$ cat config.mk
export PLATFORM = sky130hd
export DESIGN_NAME = multipart_boundary_splitter_top
export DESIGN_NICKNAME = d
export VERILOG_FILES = /design/src/rtl/mbs_pkg.sv /design/src/rtl/multipart_boundary_splitter_top.sv /design/src/rtl/mbs_delim_ram.sv /design/src/rtl/mbs_seq.sv
export VERILOG_INCLUDE_DIRS = /design/src /design/src/rtl
export SDC_FILE = /design/constraint.sdc
export NUM_CORES = 1
export LEC_CHECK = 0
export BUFFER_PORTS_ARGS = -buffer_cell sky130_fd_sc_hd__clkbuf_2
export CORE_UTILIZATION = 55
export CTS_CLUSTER_SIZE = 25
export DETAILED_ROUTE_END_ITERATION = 10
export HOLD_SLACK_MARGIN = 0.08
export PLACE_DENSITY_LB_ADDON = 0.08
export SKIP_LAST_GASP = 1
export SLEW_MARGIN = 20
export SYNTH_ARGS = -nofsm -noshare
export SYNTH_HDL_FRONTEND = slang
export SYNTH_SLANG_ARGS = --single-unit
$ cat constraint.sdc
create_clock -name clock -period 4.6 [get_ports clock]
set_input_delay 0.46 -clock clock [delete_from_list [all_inputs] [get_ports clock]]
set_output_delay 0.46 -clock clock [all_outputs]
set_load 0.005 [all_outputs]
$ cat src/rtl/multipart_boundary_splitter_top_assert.svh
// ----------------------------------------------------------------------------
// multipart_boundary_splitter_top_assert.svh
// Assertion macros shared by the splitter RTL. All sample on clock and are
// quiet while reset is high.
// ----------------------------------------------------------------------------
`ifndef MULTIPART_BOUNDARY_SPLITTER_TOP_ASSERT_SVH
`define MULTIPART_BOUNDARY_SPLITTER_TOP_ASSERT_SVH

// Same-cycle implication: when ante holds, cons must hold in that cycle.
`define MBS_ASSERT_SAME(lbl, ante, cons, msg) \
   lbl: assert property (@(posedge clock) disable iff (reset) (ante) |-> (cons)) \
      else $error(msg);

// Next-cycle implication: when ante holds, cons must hold in the following cycle.
`define MBS_ASSERT_NEXT(lbl, ante, cons, msg) \
   lbl: assert property (@(posedge clock) disable iff (reset) (ante) |=> (cons)) \
      else $error(msg);

`endif

$ cat src/rtl/mbs_pkg.sv
// ----------------------------------------------------------------------------
// mbs_pkg
// Types, codes and helpers for the multipart boundary splitter.
// ----------------------------------------------------------------------------
package mbs_pkg;

   // Delimiter storage geometry
   localparam int MAX_DELIMITER = 64;
   localparam int DIDX_W        = $clog2(MAX_DELIMITER);
   localparam int LEN_W         = $clog2(MAX_DELIMITER + 1);

   // Line-end characters
   localparam logic [7:0] CHR_CR = 8'h0D;
   localparam logic [7:0] CHR_LF = 8'h0A;

   // Input opcodes
   typedef enum logic [1:0] {
      OP_LOAD    = 2'd0,
      OP_STREAM  = 2'd1,
      OP_RESTART = 2'd2,
      OP_NONE    = 2'd3
   } op_type;

   // Result kinds
   typedef enum logic [1:0] {
      KIND_BYTE = 2'd0,
      KIND_PART = 2'd1,
      KIND_MSG  = 2'd2
   } kind_type;

   // Parser phase
   typedef enum logic [2:0] {
      PH_FIRST_LINE = 3'd0,
      PH_HEADER     = 3'd1,
      PH_BODY       = 3'd2,
      PH_END_CR     = 3'd3,
      PH_END_LF     = 3'd4,
      PH_DONE       = 3'd5
   } phase_type;

   // Sequencer state
   typedef enum logic [1:0] {
      ST_IDLE,
      ST_CMP,
      ST_RELEASE,
      ST_EMIT
   } seq_state_type;

   // One result handed from the sequencer to the output register
   typedef struct packed {
      logic       valid;
      kind_type   kind;
      logic [7:0] data;
      logic       last;
   } emit_type;

   // Delimiter length in use: zero acts as one, large values clamp
   function automatic logic [LEN_W-1:0] used_length(input logic [LEN_W-1:0] raw);
      logic [LEN_W-1:0] n;
      n = raw;
      if (n == '0) n = LEN_W'(1);
      if (n > LEN_W'(MAX_DELIMITER)) n = LEN_W'(MAX_DELIMITER);
      return n;
   endfunction

endpackage

$ cat src/rtl/multipart_boundary_splitter_top.sv
// ----------------------------------------------------------------------------
// multipart_boundary_splitter_top
// Splits a multipart body stream at a loadable CR LF + boundary delimiter.
// ----------------------------------------------------------------------------
//  channel | ports                                   | direction
//  req     | req_valid req_stall req_op req_byte_in  | in (stall out)
//          | req_delimiter_index                     |
//  rsp     | rsp_valid rsp_stall rsp_kind            | out (stall in)
//          | rsp_byte_out rsp_last                   |
//  csr     | csr_write_enable csr_write_data         | in
//
//  Load, restart and unused opcodes never make the block busy. A stream
//  byte is accepted, then compared against the registered delimiter RAM
//  read, and then emitted when it yields a single result. A mismatch at
//  match position p replays the p held prefix bytes, one per free output
//  slot, through the single RAM read port, and then passes on the current
//  byte as well unless it starts a new match. Result stalls hold the
//  replay and emit steps. Reset is synchronous and needs no clearing pass;
//  delimiter bytes hold undefined values until loaded.
// ----------------------------------------------------------------------------
module multipart_boundary_splitter_top
   import mbs_pkg::*;
(
   input  logic              clock,
   input  logic              reset,
   input  logic              req_valid,
   output logic              req_stall,
   input  logic [1:0]        req_op,
   input  logic [7:0]        req_byte_in,
   input  logic [DIDX_W-1:0] req_delimiter_index,
   output logic              rsp_valid,
   input  logic              rsp_stall,
   output logic [1:0]        rsp_kind,
   output logic [7:0]        rsp_byte_out,
   output logic              rsp_last,
   input  logic              csr_write_enable,
   input  logic [LEN_W-1:0]  csr_write_data
);

`include "multipart_boundary_splitter_top_assert.svh"

   logic [LEN_W-1:0]  len_ff, len_in;
   logic [LEN_W-1:0]  used_len;
   logic              busy;
   logic              accept;
   logic              out_free;
   logic              ram_we;
   logic [DIDX_W-1:0] rd_addr;
   logic [7:0]        rd_data;
   emit_type          emit;

   logic              rsp_valid_ff, rsp_valid_in;
   logic [1:0]        rsp_kind_ff, rsp_kind_in;
   logic [7:0]        rsp_byte_ff, rsp_byte_in;
   logic              rsp_last_ff, rsp_last_in;

   // Input handshake
   assign req_stall = busy;
   assign accept    = req_valid && !busy;
   assign ram_we    = accept && (op_type'(req_op) == OP_LOAD);

   // Delimiter length register
   assign len_in   = csr_write_enable ? csr_write_data : len_ff;
   assign used_len = used_length(len_ff);

   always_ff @(posedge clock) begin
      if (reset) begin
         len_ff <= LEN_W'(1);
      end else begin
         len_ff <= len_in;
      end
   end

   mbs_delim_ram u_ram (
      .clock   (clock),
      .wr_en   (ram_we),
      .wr_addr (req_delimiter_index),
      .wr_data (req_byte_in),
      .rd_addr (rd_addr),
      .rd_data (rd_data)
   );

   mbs_seq u_seq (
      .clock    (clock),
      .reset    (reset),
      .accept   (accept),
      .op       (req_op),
      .byte_in  (req_byte_in),
      .used_len (used_len),
      .rd_data  (rd_data),
      .out_free (out_free),
      .busy     (busy),
      .rd_addr  (rd_addr),
      .emit     (emit)
   );

   // Output register: takes a new transaction when empty or being drained
   assign out_free = !rsp_valid_ff || !rsp_stall;

   always_comb begin
      rsp_valid_in = rsp_valid_ff && rsp_stall;
      rsp_kind_in  = rsp_kind_ff;
      rsp_byte_in  = rsp_byte_ff;
      rsp_last_in  = rsp_last_ff;
      if (emit.valid) begin
         rsp_valid_in = 1'b1;
         rsp_kind_in  = emit.kind;
         rsp_byte_in  = emit.data;
         rsp_last_in  = emit.last;
      end
   end

   always_ff @(posedge clock) begin
      if (reset) begin
         rsp_valid_ff <= 1'b0;
      end else begin
         rsp_valid_ff <= rsp_valid_in;
      end
   end

   always_ff @(posedge clock) begin
      rsp_kind_ff <= rsp_kind_in;
      rsp_byte_ff <= rsp_byte_in;
      rsp_last_ff <= rsp_last_in;
   end

   assign rsp_valid    = rsp_valid_ff;
   assign rsp_kind     = rsp_kind_ff;
   assign rsp_byte_out = rsp_byte_ff;
   assign rsp_last     = rsp_last_ff;

   // Assertions
   `MBS_ASSERT_SAME(a_emit_slot_free, emit.valid, out_free, "result emitted into a full slot")
   `MBS_ASSERT_NEXT(a_stream_goes_busy, accept && (op_type'(req_op) == OP_STREAM), req_stall, "stream byte did not start work")
   `MBS_ASSERT_SAME(a_len_range, 1'b1, (used_len != '0) && (used_len <= LEN_W'(MAX_DELIMITER)), "delimiter length out of range")

endmodule

$ cat src/rtl/mbs_delim_ram.sv
// ----------------------------------------------------------------------------
// mbs_delim_ram
// Delimiter byte store: one write port, one read port with registered data.
// ----------------------------------------------------------------------------
module mbs_delim_ram
   import mbs_pkg::*;
(
   input  logic              clock,
   input  logic              wr_en,
   input  logic [DIDX_W-1:0] wr_addr,
   input  logic [7:0]        wr_data,
   input  logic [DIDX_W-1:0] rd_addr,
   output logic [7:0]        rd_data
);

   logic [7:0] mem_ff [MAX_DELIMITER];
   logic [7:0] rd_data_ff;

   // Write port
   always_ff @(posedge clock) begin
      if (wr_en) begin
         mem_ff[wr_addr] <= wr_data;
      end
   end

   // Registered read port
   always_ff @(posedge clock) begin
      rd_data_ff <= mem_ff[rd_addr];
   end

   assign rd_data = rd_data_ff;

endmodule

$ cat src/rtl/mbs_seq.sv
// ----------------------------------------------------------------------------
// mbs_seq
// Parser sequencer: phase tracking, delimiter match position and the shared
// byte comparator that checks the held stream byte against the delimiter RAM.
// ----------------------------------------------------------------------------
module mbs_seq
   import mbs_pkg::*;
(
   input  logic              clock,
   input  logic              reset,
   input  logic              accept,
   input  logic [1:0]        op,
   input  logic [7:0]        byte_in,
   input  logic [LEN_W-1:0]  used_len,
   input  logic [7:0]        rd_data,
   input  logic              out_free,
   output logic              busy,
   output logic [DIDX_W-1:0] rd_addr,
   output emit_type          emit
);

   seq_state_type     state_ff, state_in;
   phase_type         phase_ff, phase_in;
   logic [DIDX_W-1:0] mp_ff, mp_in;
   logic              lht_ff, lht_in;
   logic [7:0]        c_ff, c_in;
   logic [DIDX_W-1:0] pos_ff, pos_in;
   logic [DIDX_W-1:0] idx_ff, idx_in;
   logic              m0_ff, m0_in;
   kind_type          pend_ff, pend_in;

   logic [DIDX_W-1:0] p_eff;
   logic              eq;
   logic              full_pos;
   logic              body_part;
   logic              body_byte;
   logic              body_release;
   logic              rel_last;
   logic              m0;
   logic              cmp_res;
   kind_type          cmp_kind;

   // Match position clamped to the current length
   assign p_eff = ({1'b0, mp_ff} >= used_len) ? DIDX_W'(used_len - LEN_W'(1)) : mp_ff;

   // Shared comparator and body-phase decisions
   assign eq           = (rd_data == c_ff);
   assign full_pos     = (({1'b0, pos_ff} + LEN_W'(1)) >= used_len);
   assign body_part    = eq && full_pos;
   assign body_byte    = (pos_ff == '0) && !eq;
   assign body_release = (pos_ff != '0) && !eq;
   assign rel_last     = (idx_ff == (pos_ff - DIDX_W'(1)));
   assign m0           = (idx_ff == '0) ? eq : m0_ff;

   // Single-result decision for the compare step
   always_comb begin
      cmp_res  = 1'b0;
      cmp_kind = KIND_MSG;
      unique case (phase_ff)
         PH_BODY: begin
            cmp_res  = body_part || body_byte;
            cmp_kind = body_part ? KIND_PART : KIND_BYTE;
         end
         PH_END_CR: begin
            cmp_res = (c_ff != CHR_CR);
         end
         PH_END_LF: begin
            cmp_res = (c_ff != CHR_LF);
         end
         default: begin
            cmp_res = 1'b0;
         end
      endcase
   end

   // Next state
   always_comb begin
      state_in = state_ff;
      unique case (state_ff)
         ST_IDLE: begin
            if (accept && (op_type'(op) == OP_STREAM)) state_in = ST_CMP;
         end
         ST_CMP: begin
            if ((phase_ff == PH_BODY) && body_release) state_in = ST_RELEASE;
            else if (cmp_res)                          state_in = ST_EMIT;
            else                                       state_in = ST_IDLE;
         end
         ST_RELEASE: begin
            if (out_free && rel_last) state_in = m0 ? ST_IDLE : ST_EMIT;
         end
         ST_EMIT: begin
            if (out_free) state_in = ST_IDLE;
         end
         default: begin
            state_in = ST_IDLE;
         end
      endcase
   end

   // Datapath and outputs
   always_comb begin
      phase_in = phase_ff;
      mp_in    = mp_ff;
      lht_in   = lht_ff;
      c_in     = c_ff;
      pos_in   = pos_ff;
      idx_in   = idx_ff;
      m0_in    = m0_ff;
      pend_in  = pend_ff;
      rd_addr  = idx_ff;
      emit     = '0;
      unique case (state_ff)
         ST_IDLE: begin
            rd_addr = p_eff;
            if (accept) begin
               c_in   = byte_in;
               pos_in = p_eff;
               if (op_type'(op) == OP_RESTART) begin
                  mp_in    = '0;
                  phase_in = PH_FIRST_LINE;
                  lht_in   = 1'b0;
               end
            end
         end
         ST_CMP: begin
            rd_addr = '0;
            idx_in  = '0;
            pend_in = cmp_kind;
            unique case (phase_ff)
               PH_FIRST_LINE: begin
                  if (c_ff == CHR_LF) begin
                     phase_in = PH_HEADER;
                     lht_in   = 1'b0;
                  end
               end
               PH_HEADER: begin
                  if (c_ff == CHR_LF) begin
                     if (!lht_ff) begin
                        phase_in = PH_BODY;
                        mp_in    = '0;
                     end
                     lht_in = 1'b0;
                  end else if (c_ff != CHR_CR) begin
                     lht_in = 1'b1;
                  end
               end
               PH_BODY: begin
                  if (body_part) begin
                     mp_in    = '0;
                     phase_in = PH_END_CR;
                  end else if (eq) begin
                     mp_in = pos_ff + DIDX_W'(1);
                  end else if (body_byte) begin
                     mp_in = '0;
                  end
               end
               PH_END_CR: begin
                  phase_in = (c_ff == CHR_CR) ? PH_END_LF : PH_DONE;
               end
               PH_END_LF: begin
                  if (c_ff == CHR_LF) begin
                     phase_in = PH_HEADER;
                     lht_in   = 1'b0;
                  end else begin
                     phase_in = PH_DONE;
                  end
               end
               default: begin
                  phase_in = PH_DONE;
               end
            endcase
         end
         ST_RELEASE: begin
            // replay held prefix bytes, one per free output slot
            rd_addr = out_free ? (idx_ff + DIDX_W'(1)) : idx_ff;
            if (idx_ff == '0) m0_in = eq;
            if (out_free) begin
               emit.valid = 1'b1;
               emit.kind  = KIND_BYTE;
               emit.data  = rd_data;
               emit.last  = rel_last && m0;
               idx_in     = idx_ff + DIDX_W'(1);
               if (rel_last) begin
                  mp_in   = m0 ? DIDX_W'(1) : '0;
                  pend_in = KIND_BYTE;
               end
            end
         end
         ST_EMIT: begin
            if (out_free) begin
               emit.valid = 1'b1;
               emit.kind  = pend_ff;
               emit.data  = (pend_ff == KIND_BYTE) ? c_ff : 8'h00;
               emit.last  = 1'b1;
            end
         end
         default: begin
            emit = '0;
         end
      endcase
   end

   assign busy = (state_ff != ST_IDLE);

   // Control registers
   always_ff @(posedge clock) begin
      if (reset) begin
         state_ff <= ST_IDLE;
         phase_ff <= PH_FIRST_LINE;
         mp_ff    <= '0;
         lht_ff   <= 1'b0;
      end else begin
         state_ff <= state_in;
         phase_ff <= phase_in;
         mp_ff    <= mp_in;
         lht_ff   <= lht_in;
      end
   end

   // Working registers
   always_ff @(posedge clock) begin
      c_ff    <= c_in;
      pos_ff  <= pos_in;
      idx_ff  <= idx_in;
      m0_ff   <= m0_in;
      pend_ff <= pend_in;
   end

endmodule
==> flow_summary.yaml, run 1 <==
detailed_routing:
  first_pass_iters: 6
  drt-wirelength-per-cell_um: 24.3
  vias: 16000
  final_antenna_net_count: 0
  wirelength_um: 63800
  viasPerCell: 6.09
  drc: 0
  initialDrtViolationCount: 1755
timing:
  rsz0062_at_grt: "false"
  tightestPinTransition_ns: 1.02
  drv_slew: 0
  setup-violations-final: 0
  skew_ns: 0.0155
  finalHoldViolCount: 0
  relSlewSlack_pct: 31.9
  holdWs_ns: 0.104
  fin_crit_ns: 4.34
  finalSetupTns_ns: 0
  finalCritPeriodShare_pct: 94.4
  clock.fmax_mhz: 230
clocking:
  worstSkewPairLatency_ns: 0.62
  clock_path_buffers: 3
  cts_made_buffers: 57
  cts-root-buf: "clkbuf_16"
  clkTransAtPathRegs_ns: 0.06
  clock_sinks: 574
  cts_tree: "done"
  cts-htree-levels: 2
synthesis:
  synth_fp_nets: 1956
  synthCells: 1907
  yosys_warnings: 0
  syn_area_mm2: 0.0245
  ys_seq_area_share_pct: 69.2
  ys_top_cells_by_area: "edfxtp_1 (67%), nand2_1 (6.5%), mux2i_1 (3.4%)"
  synth_top_area_share_pct: 66.9
  synthArstFlopShare_pct: 0
  yosysTopAreaCell: "edfxtp_1"
  synth_cell_types: 72
  yosys_register_bits: 574
  ys.flop_type: "edfxtp_1"
  syn_area_per_cell_um2: 12.8
  synth_edf_count: 546
worst_setup_path:
  cp.arrival_ns: 4.91
  worst-path-max-fanout: 30
  start_kind: "flop"
  cp_num_buf_inv: 2
  crit_family: "compound AO/OA/AOI/OAI gates"
  path_class: "flop to flop"
  crit_chain: "or2_1, nor4_2, o21ai_0, inv_1, ha_1, nor2_1, a21oi_1, o211ai_2, mux2i_2, nand2_4, buf_12, a311oi_1, o32ai_1, nor3_1, o22a_1"
  cp-end-kind: "flop"
  cp.required_ns: 5.16
  r2r_slack_ns: 0.26
  critPathMaxStageDelay_ns: 0.48
  critPathSlowestCell: "nor3_1"
run_status:
  outcome: "complete, no violations"
power:
  p_per_area_mw_per_mm2: 409
  peakVddDrop_uv: 375
  p_leak_nw: 9.80
global_route:
  antenna_found_initial: 0
  grt_pass1_vias: 15100
  grt_overflow: 0
  grt_first_pass_wirelength_um: 93300
  grt_start_max_net_pins: 69
  grtUsageTotal_pct: 28.0
layout:
  finalNonFillerCells: 2624
  antenna_cells: 0
  synthToLayoutAreaGrowth_pct: 13.0
  drive_gt1_share_pct: 13.2
  nets: 2041
floorplan:
  rows: 76
  die_area_mm2: 0.0454
  die_h_um: 213
  boundaryPins: 41
  core_mm2: 0.0436
  start_util_pct: 56.3
  die_x_um: 213
run:
  maxCapViolCount: 0
placement:
  placed_cells: 2514
  place_congestion: 0.939
  dp_hpwl_um: 39800
  port_buffers: 40
min_path:
  worst_hold_path_type: "input port to flop"
-- cells in the mapped netlist, drive strengths merged, types with 13 or more instances --
library cell  number
xnor2             17
a31oi             18
o21ai             32
a2111oi           14
a211oi            14
buf               63
nor3              30
inv               26
nand2            429
clkbuf            47
edfxtp           546
a21oi             44
mux2i             83
nor2             117
mux2              17
dfxtp             28
ha                21
o22ai             13
and3              77
nand3             80
nand4             16
a311oi            28
-- logic make-up (layout without fill, tap and decap cells) --
| logic type | after synthesis | in the layout | synth area share [%] |
|---|---|---|---|
| compound gates | 259 | 260 | 7.74 |
| xor+xnor | 25 | 25 | 0.894 |
| fa+ha+maj | 21 | 21 | 1.07 |
| buf+inv | 136 | 266 | 2.64 |
| flops | 574 | 574 | 69.2 |
| mux | 100 | 100 | 4.20 |
| simple gates | 792 | 793 | 14.3 |
-- path summary, 6_finish.rpt --
check / start / end / cells after the start
min: csr_write_data[5] / len_ff[5]$_SDFFE_PP0P_ / 3
min reg2reg: u_seq.lht_ff$_SDFFE_PP0P_ / u_seq.lht_ff$_SDFFE_PP0P_ / 2
max: len_ff[2]$_SDFFE_PP0P_ / u_ram.rd_data[0]$_DFF_P_ / 15
max reg2reg: len_ff[2]$_SDFFE_PP0P_ / u_ram.rd_data[0]$_DFF_P_ / 15
-- layout make-up --
type | instances | area (µm²)
fillers | 3379 | 15900
inverters | 26 | 97.6
clock inverters | 27 | 234
clock buffers | 79 | 1640
multi-input cells | 1199 | 6990
flip-flops and latches | 574 | 17000
well taps | 585 | 732
repair buffers | 134 | 1040
-- what timing repair did --
action	4_1_cts	5_1_grt
hold endpoints to repair	2	0
resized for setup	0	13
buffers inserted	0	0
hold buffers	2	0
setup endpoints to repair	0	7
-- flip-flops by register name, indices dropped and copies added, names as in the netlist --
name,flops
len_ff,7
rsp_byte_out,8
u_seq.mp_ff,6
u_seq.pend_ff,2
u_seq.idx_ff,6
u_seq.state_ff,2
u_ram.rd_data,8
rsp_last,1
u_seq.phase_ff,3
u_seq.m0_ff,1
u_ram.mem_ff,512
rsp_valid,1
u_seq.lht_ff,1
u_seq.pos_ff,6
rsp_kind,2
u_seq.c_ff,8
-- metrics by stage --
stage / setup slack, ns / utilization [%] / cell area (µm²) / total power [W]
2_1_floorplan: 1.06 / - / 24500 / 0.00639
3_3_place_gp: 0.227 / 59.0 / 25700 / 0.00674
3_5_place_dp: 0.167 / 59.0 / 25700 / 0.00675
4_1_cts: 0.203 / 63.4 / 27600 / 0.0113
5_1_grt: 0.0310 / 63.6 / 27700 / 0.0116
6_report: 0.255 / 63.6 / 27700 / 0.0113
-- worst register-to-register path, delay by kind of cell, from the launching register on --
family,cells,cell delay [ns]
AND/OR/NAND/NOR,5,1.10
buffers and inverters,2,0.41
flip-flops,1,0.40
multiplexers,1,0.43
adder cells (fa/ha/maj),1,0.28
AO/OA/AOI/OAI,6,1.69
-- where the power goes --
| part | leakage, nW | total [W] | internal [W] | switching (W) |
|---|---|---|---|---|
| Clock | 0.942 | 0.00466 | 0.00271 | 0.00195 |
| Combinational | 3.73 | 0.000850 | 0.000294 | 0.000556 |
| Sequential | 5.13 | 0.00582 | 0.00576 | 0.0000561 |
| Total | 9.80 | 0.0113 | 0.00876 | 0.00256 |
-- routing by layer --
layer  part of all wire, %  track usage, %
met5                     0               0
met4                   3.1            10.0
met3                   9.0            5.85
met2                    46            43.1
met1                    42            39.7
-- layout by cell type (no fill, tap or decap), types with 9 or more instances in the layout --
master | netlist | layout
a21oi_1 | 43 | 43
nand2_1 | 427 | 427
a211oi_1 | 14 | 12
nand3_1 | 80 | 80
a22o_1 | 9 | 9
nor2_1 | 116 | 116
clkbuf_16 | 0 | 60
ha_1 | 21 | 21
clkbuf_1 | 46 | 12
a2111oi_0 | 14 | 13
mux2_2 | 15 | 15
a21o_1 | 11 | 10
o22ai_1 | 13 | 13
buf_12 | 0 | 10
nor3_1 | 28 | 26
nand4_1 | 16 | 16
o21ai_0 | 30 | 30
buf_4 | 13 | 82
nand2b_1 | 11 | 11
inv_1 | 26 | 26
mux2i_1 | 83 | 82
clkinv_2 | 0 | 18
xnor2_1 | 17 | 17
edfxtp_1 | 546 | 546
and3_1 | 77 | 77
a31oi_1 | 18 | 18
clkbuf_2 | 1 | 40
dfxtp_1 | 28 | 28
a311oi_1 | 28 | 28
(Power assumes the default switching activity.)
==> run 2, diff against run 1 <==
==> constraint.sdc (replaced) <==
create_clock -name clock -period 4.6 [get_ports clock]
set_input_delay 0.92 -clock clock [delete_from_list [all_inputs] [get_ports clock]]
set_output_delay 0.92 -clock clock [all_outputs]
set_load 0.005 [all_outputs]
==> run 2 against run 1 <==
  * Die area stayed put
  * Cell area is 0.46% lower
  * Flip-flop and latch count stayed put
  * Sequential share of layout area is 0.28 points higher
  * Register-to-register slack worse by 0.04 ns
  * Critical endpoint unchanged
  * Count of clock-buffer cells in the layout is 12 lower
==> flow_summary.yaml, run 2 (synthesized netlist as in run 1, its figures left out) <==
run_status:
  outcome: "complete, no violations"
clocking:
  clkTransAtPathRegs_ns: 0.06
  cts_tree: "done"
  cts_made_buffers: 57
  cts-root-buf: "clkbuf_16"
  clock_path_buffers: 3
  cts_hold_buf: 0
  clock_sinks: 574
  worstSkewPairLatency_ns: 0.62
  cts-htree-levels: 2
floorplan:
  rows: 76
  die_area_mm2: 0.0454
  die_x_um: 213
  core_mm2: 0.0436
  boundaryPins: 41
  start_util_pct: 56.3
  die_h_um: 213
worst_setup_path:
  cp.arrival_ns: 4.90
  path_class: "flop to flop"
  worst-path-max-fanout: 11
  crit_family: "compound AO/OA/AOI/OAI gates"
  start_kind: "flop"
  crit_chain: "or2_1, nor4_1, o21ai_0, inv_1, ha_1, nor2_1, a21oi_1, o211a_2, mux2_2, a21o_1, nand2b_1, o311ai_0, buf_4, nor3_2, o22a_1"
  cp.required_ns: 5.11
  cp_num_buf_inv: 2
  critPathSlowestCell: "o311ai_0"
  cp-end-kind: "flop"
  critPathMaxStageDelay_ns: 0.63
layout:
  synthToLayoutAreaGrowth_pct: 12.5
  fin_util_pct: 63.3
  antenna_cells: 0
  drive_gt1_share_pct: 12.2
  final_cell_mix: "edfxtp_1 (546), nand2_1 (427), nor2_1 (116), mux2i_1 (83), nand3_1 (80)"
  largest_reg_flops: 512
  nets: 2026
  layout_commonest_cell: "edfxtp_1"
  largest-register: "u_ram.mem_ff"
power:
  p_leak_nw: 9.72
  p_per_area_mw_per_mm2: 410
  peakVddDrop_uv: 337
timing:
  setup-violations-final: 0
  skew_ns: 0.0184
  tightestPinTransition_ns: 1.12
  rsz0062_at_grt: "false"
  fin_crit_ns: 4.39
  finalCritPeriodShare_pct: 95.4
  finalSetupTns_ns: 0
  relSlewSlack_pct: 25.1
  finalHoldViolCount: 0
  clock.fmax_mhz: 228
  drv_slew: 0
detailed_routing:
  final_antenna_net_count: 0
  drc: 0
  wirelength_um: 64000
  drt-wirelength-per-cell_um: 24.5
  vias: 15900
  viasPerCell: 6.09
  first_pass_iters: 5
  initialDrtViolationCount: 1486
global_route:
  antenna_found_initial: 1
  busiest_layer: "met2"
  grt_overflow: 0
  grtUsageTotal_pct: 28.6
  met1_usage_pct: 41.7
  grt_start_max_net_pins: 56
  grtUsageMet3_pct: 5.74
  grt_first_pass_wirelength_um: 94700
  grt_use_met2_pct: 43.4
  grt_pass1_vias: 15200
placement:
  port_buffers: 40
  place_congestion: 0.938
  dp_hpwl_um: 40600
run:
  maxCapViolCount: 0
min_path:
  worst_hold_path_type: "flop to flop"
==> run 2: cell count changes in the layout (fill, tap and decap cells not counted), sizes merged <==
cell         before  now
buf              92   80
clkbuf          119  107
clkinv           22   27
clkinvlp          0    4
bufinv            4    7
dlygate4sd3       2    0
nand2           430  429
==> run 2: worst paths after layout <==
kind                        startpoint                   endpoint  slack [ns]  depth (start not counted)
min reg2reg  u_seq.lht_ff$_SDFFE_PP0P_  u_seq.lht_ff$_SDFFE_PP0P_        0.49                          2
max             len_ff[2]$_SDFFE_PP0P_   u_ram.rd_data[0]$_DFF_P_        0.21                         15
max reg2reg     len_ff[2]$_SDFFE_PP0P_   u_ram.rd_data[0]$_DFF_P_        0.21                         15
min          u_seq.lht_ff$_SDFFE_PP0P_  u_seq.lht_ff$_SDFFE_PP0P_        0.49                          2
==> run 2: power by group <==
part           switching (W)  internal, W  total, W
combinational       0.000546     0.000292  0.000838
clock                0.00196      0.00269   0.00466
sequential         0.0000571      0.00576   0.00582
==> run 2: stage by stage <==
stage	instance area (µm²)	instances	total power (W)	setup WS, ns	hold slack, ns
after floorplan	24500	1907	0.00639	1.06	0.447
after global placement	25600	2498	0.00674	0.0546	0.478
after detailed placement	25600	2498	0.00675	0.0251	0.480
after CTS	27500	2604	0.0113	0.122	0.492
after global routing	27600	2609	0.0116	0.000355	0.505
final	27600	2609	0.0113	0.212	0.489
==> run 2: routing by layer <==
metal / vias up / share of wire (%)
li1: 7226 / -
met1: 7832 / 43
met2: 715 / 45
met3: 109 / 8.9
met4: 2 / 2.8
met5: - / 0.020
==> run 2: layout make-up <==
type | instances | area (µm²)
clock buffer | 67 | 1490
fill | 3388 | 16000
timing repair buffer | 120 | 966
tap | 585 | 732
inverter | 26 | 97.6
clock inverter | 39 | 378
sequential | 574 | 17000
multi-input combinational | 1198 | 6940
==> run 2: worst min-delay path, delay by kind of cell (launching register included) <==
kind            cells  cell delay (ns)
compound gates      1             0.06
buf+inv             1             0.05
flops               1             0.32
==> run 2: timing repair <==
item / in CTS / in global routing
setup endpoints to repair: 1 / 4
resized for setup: 1 / 4
hold endpoints to repair: 0 / 0
cloned: 0 / 1
pin swaps: 0 / 1
setup buffers: 0 / 4
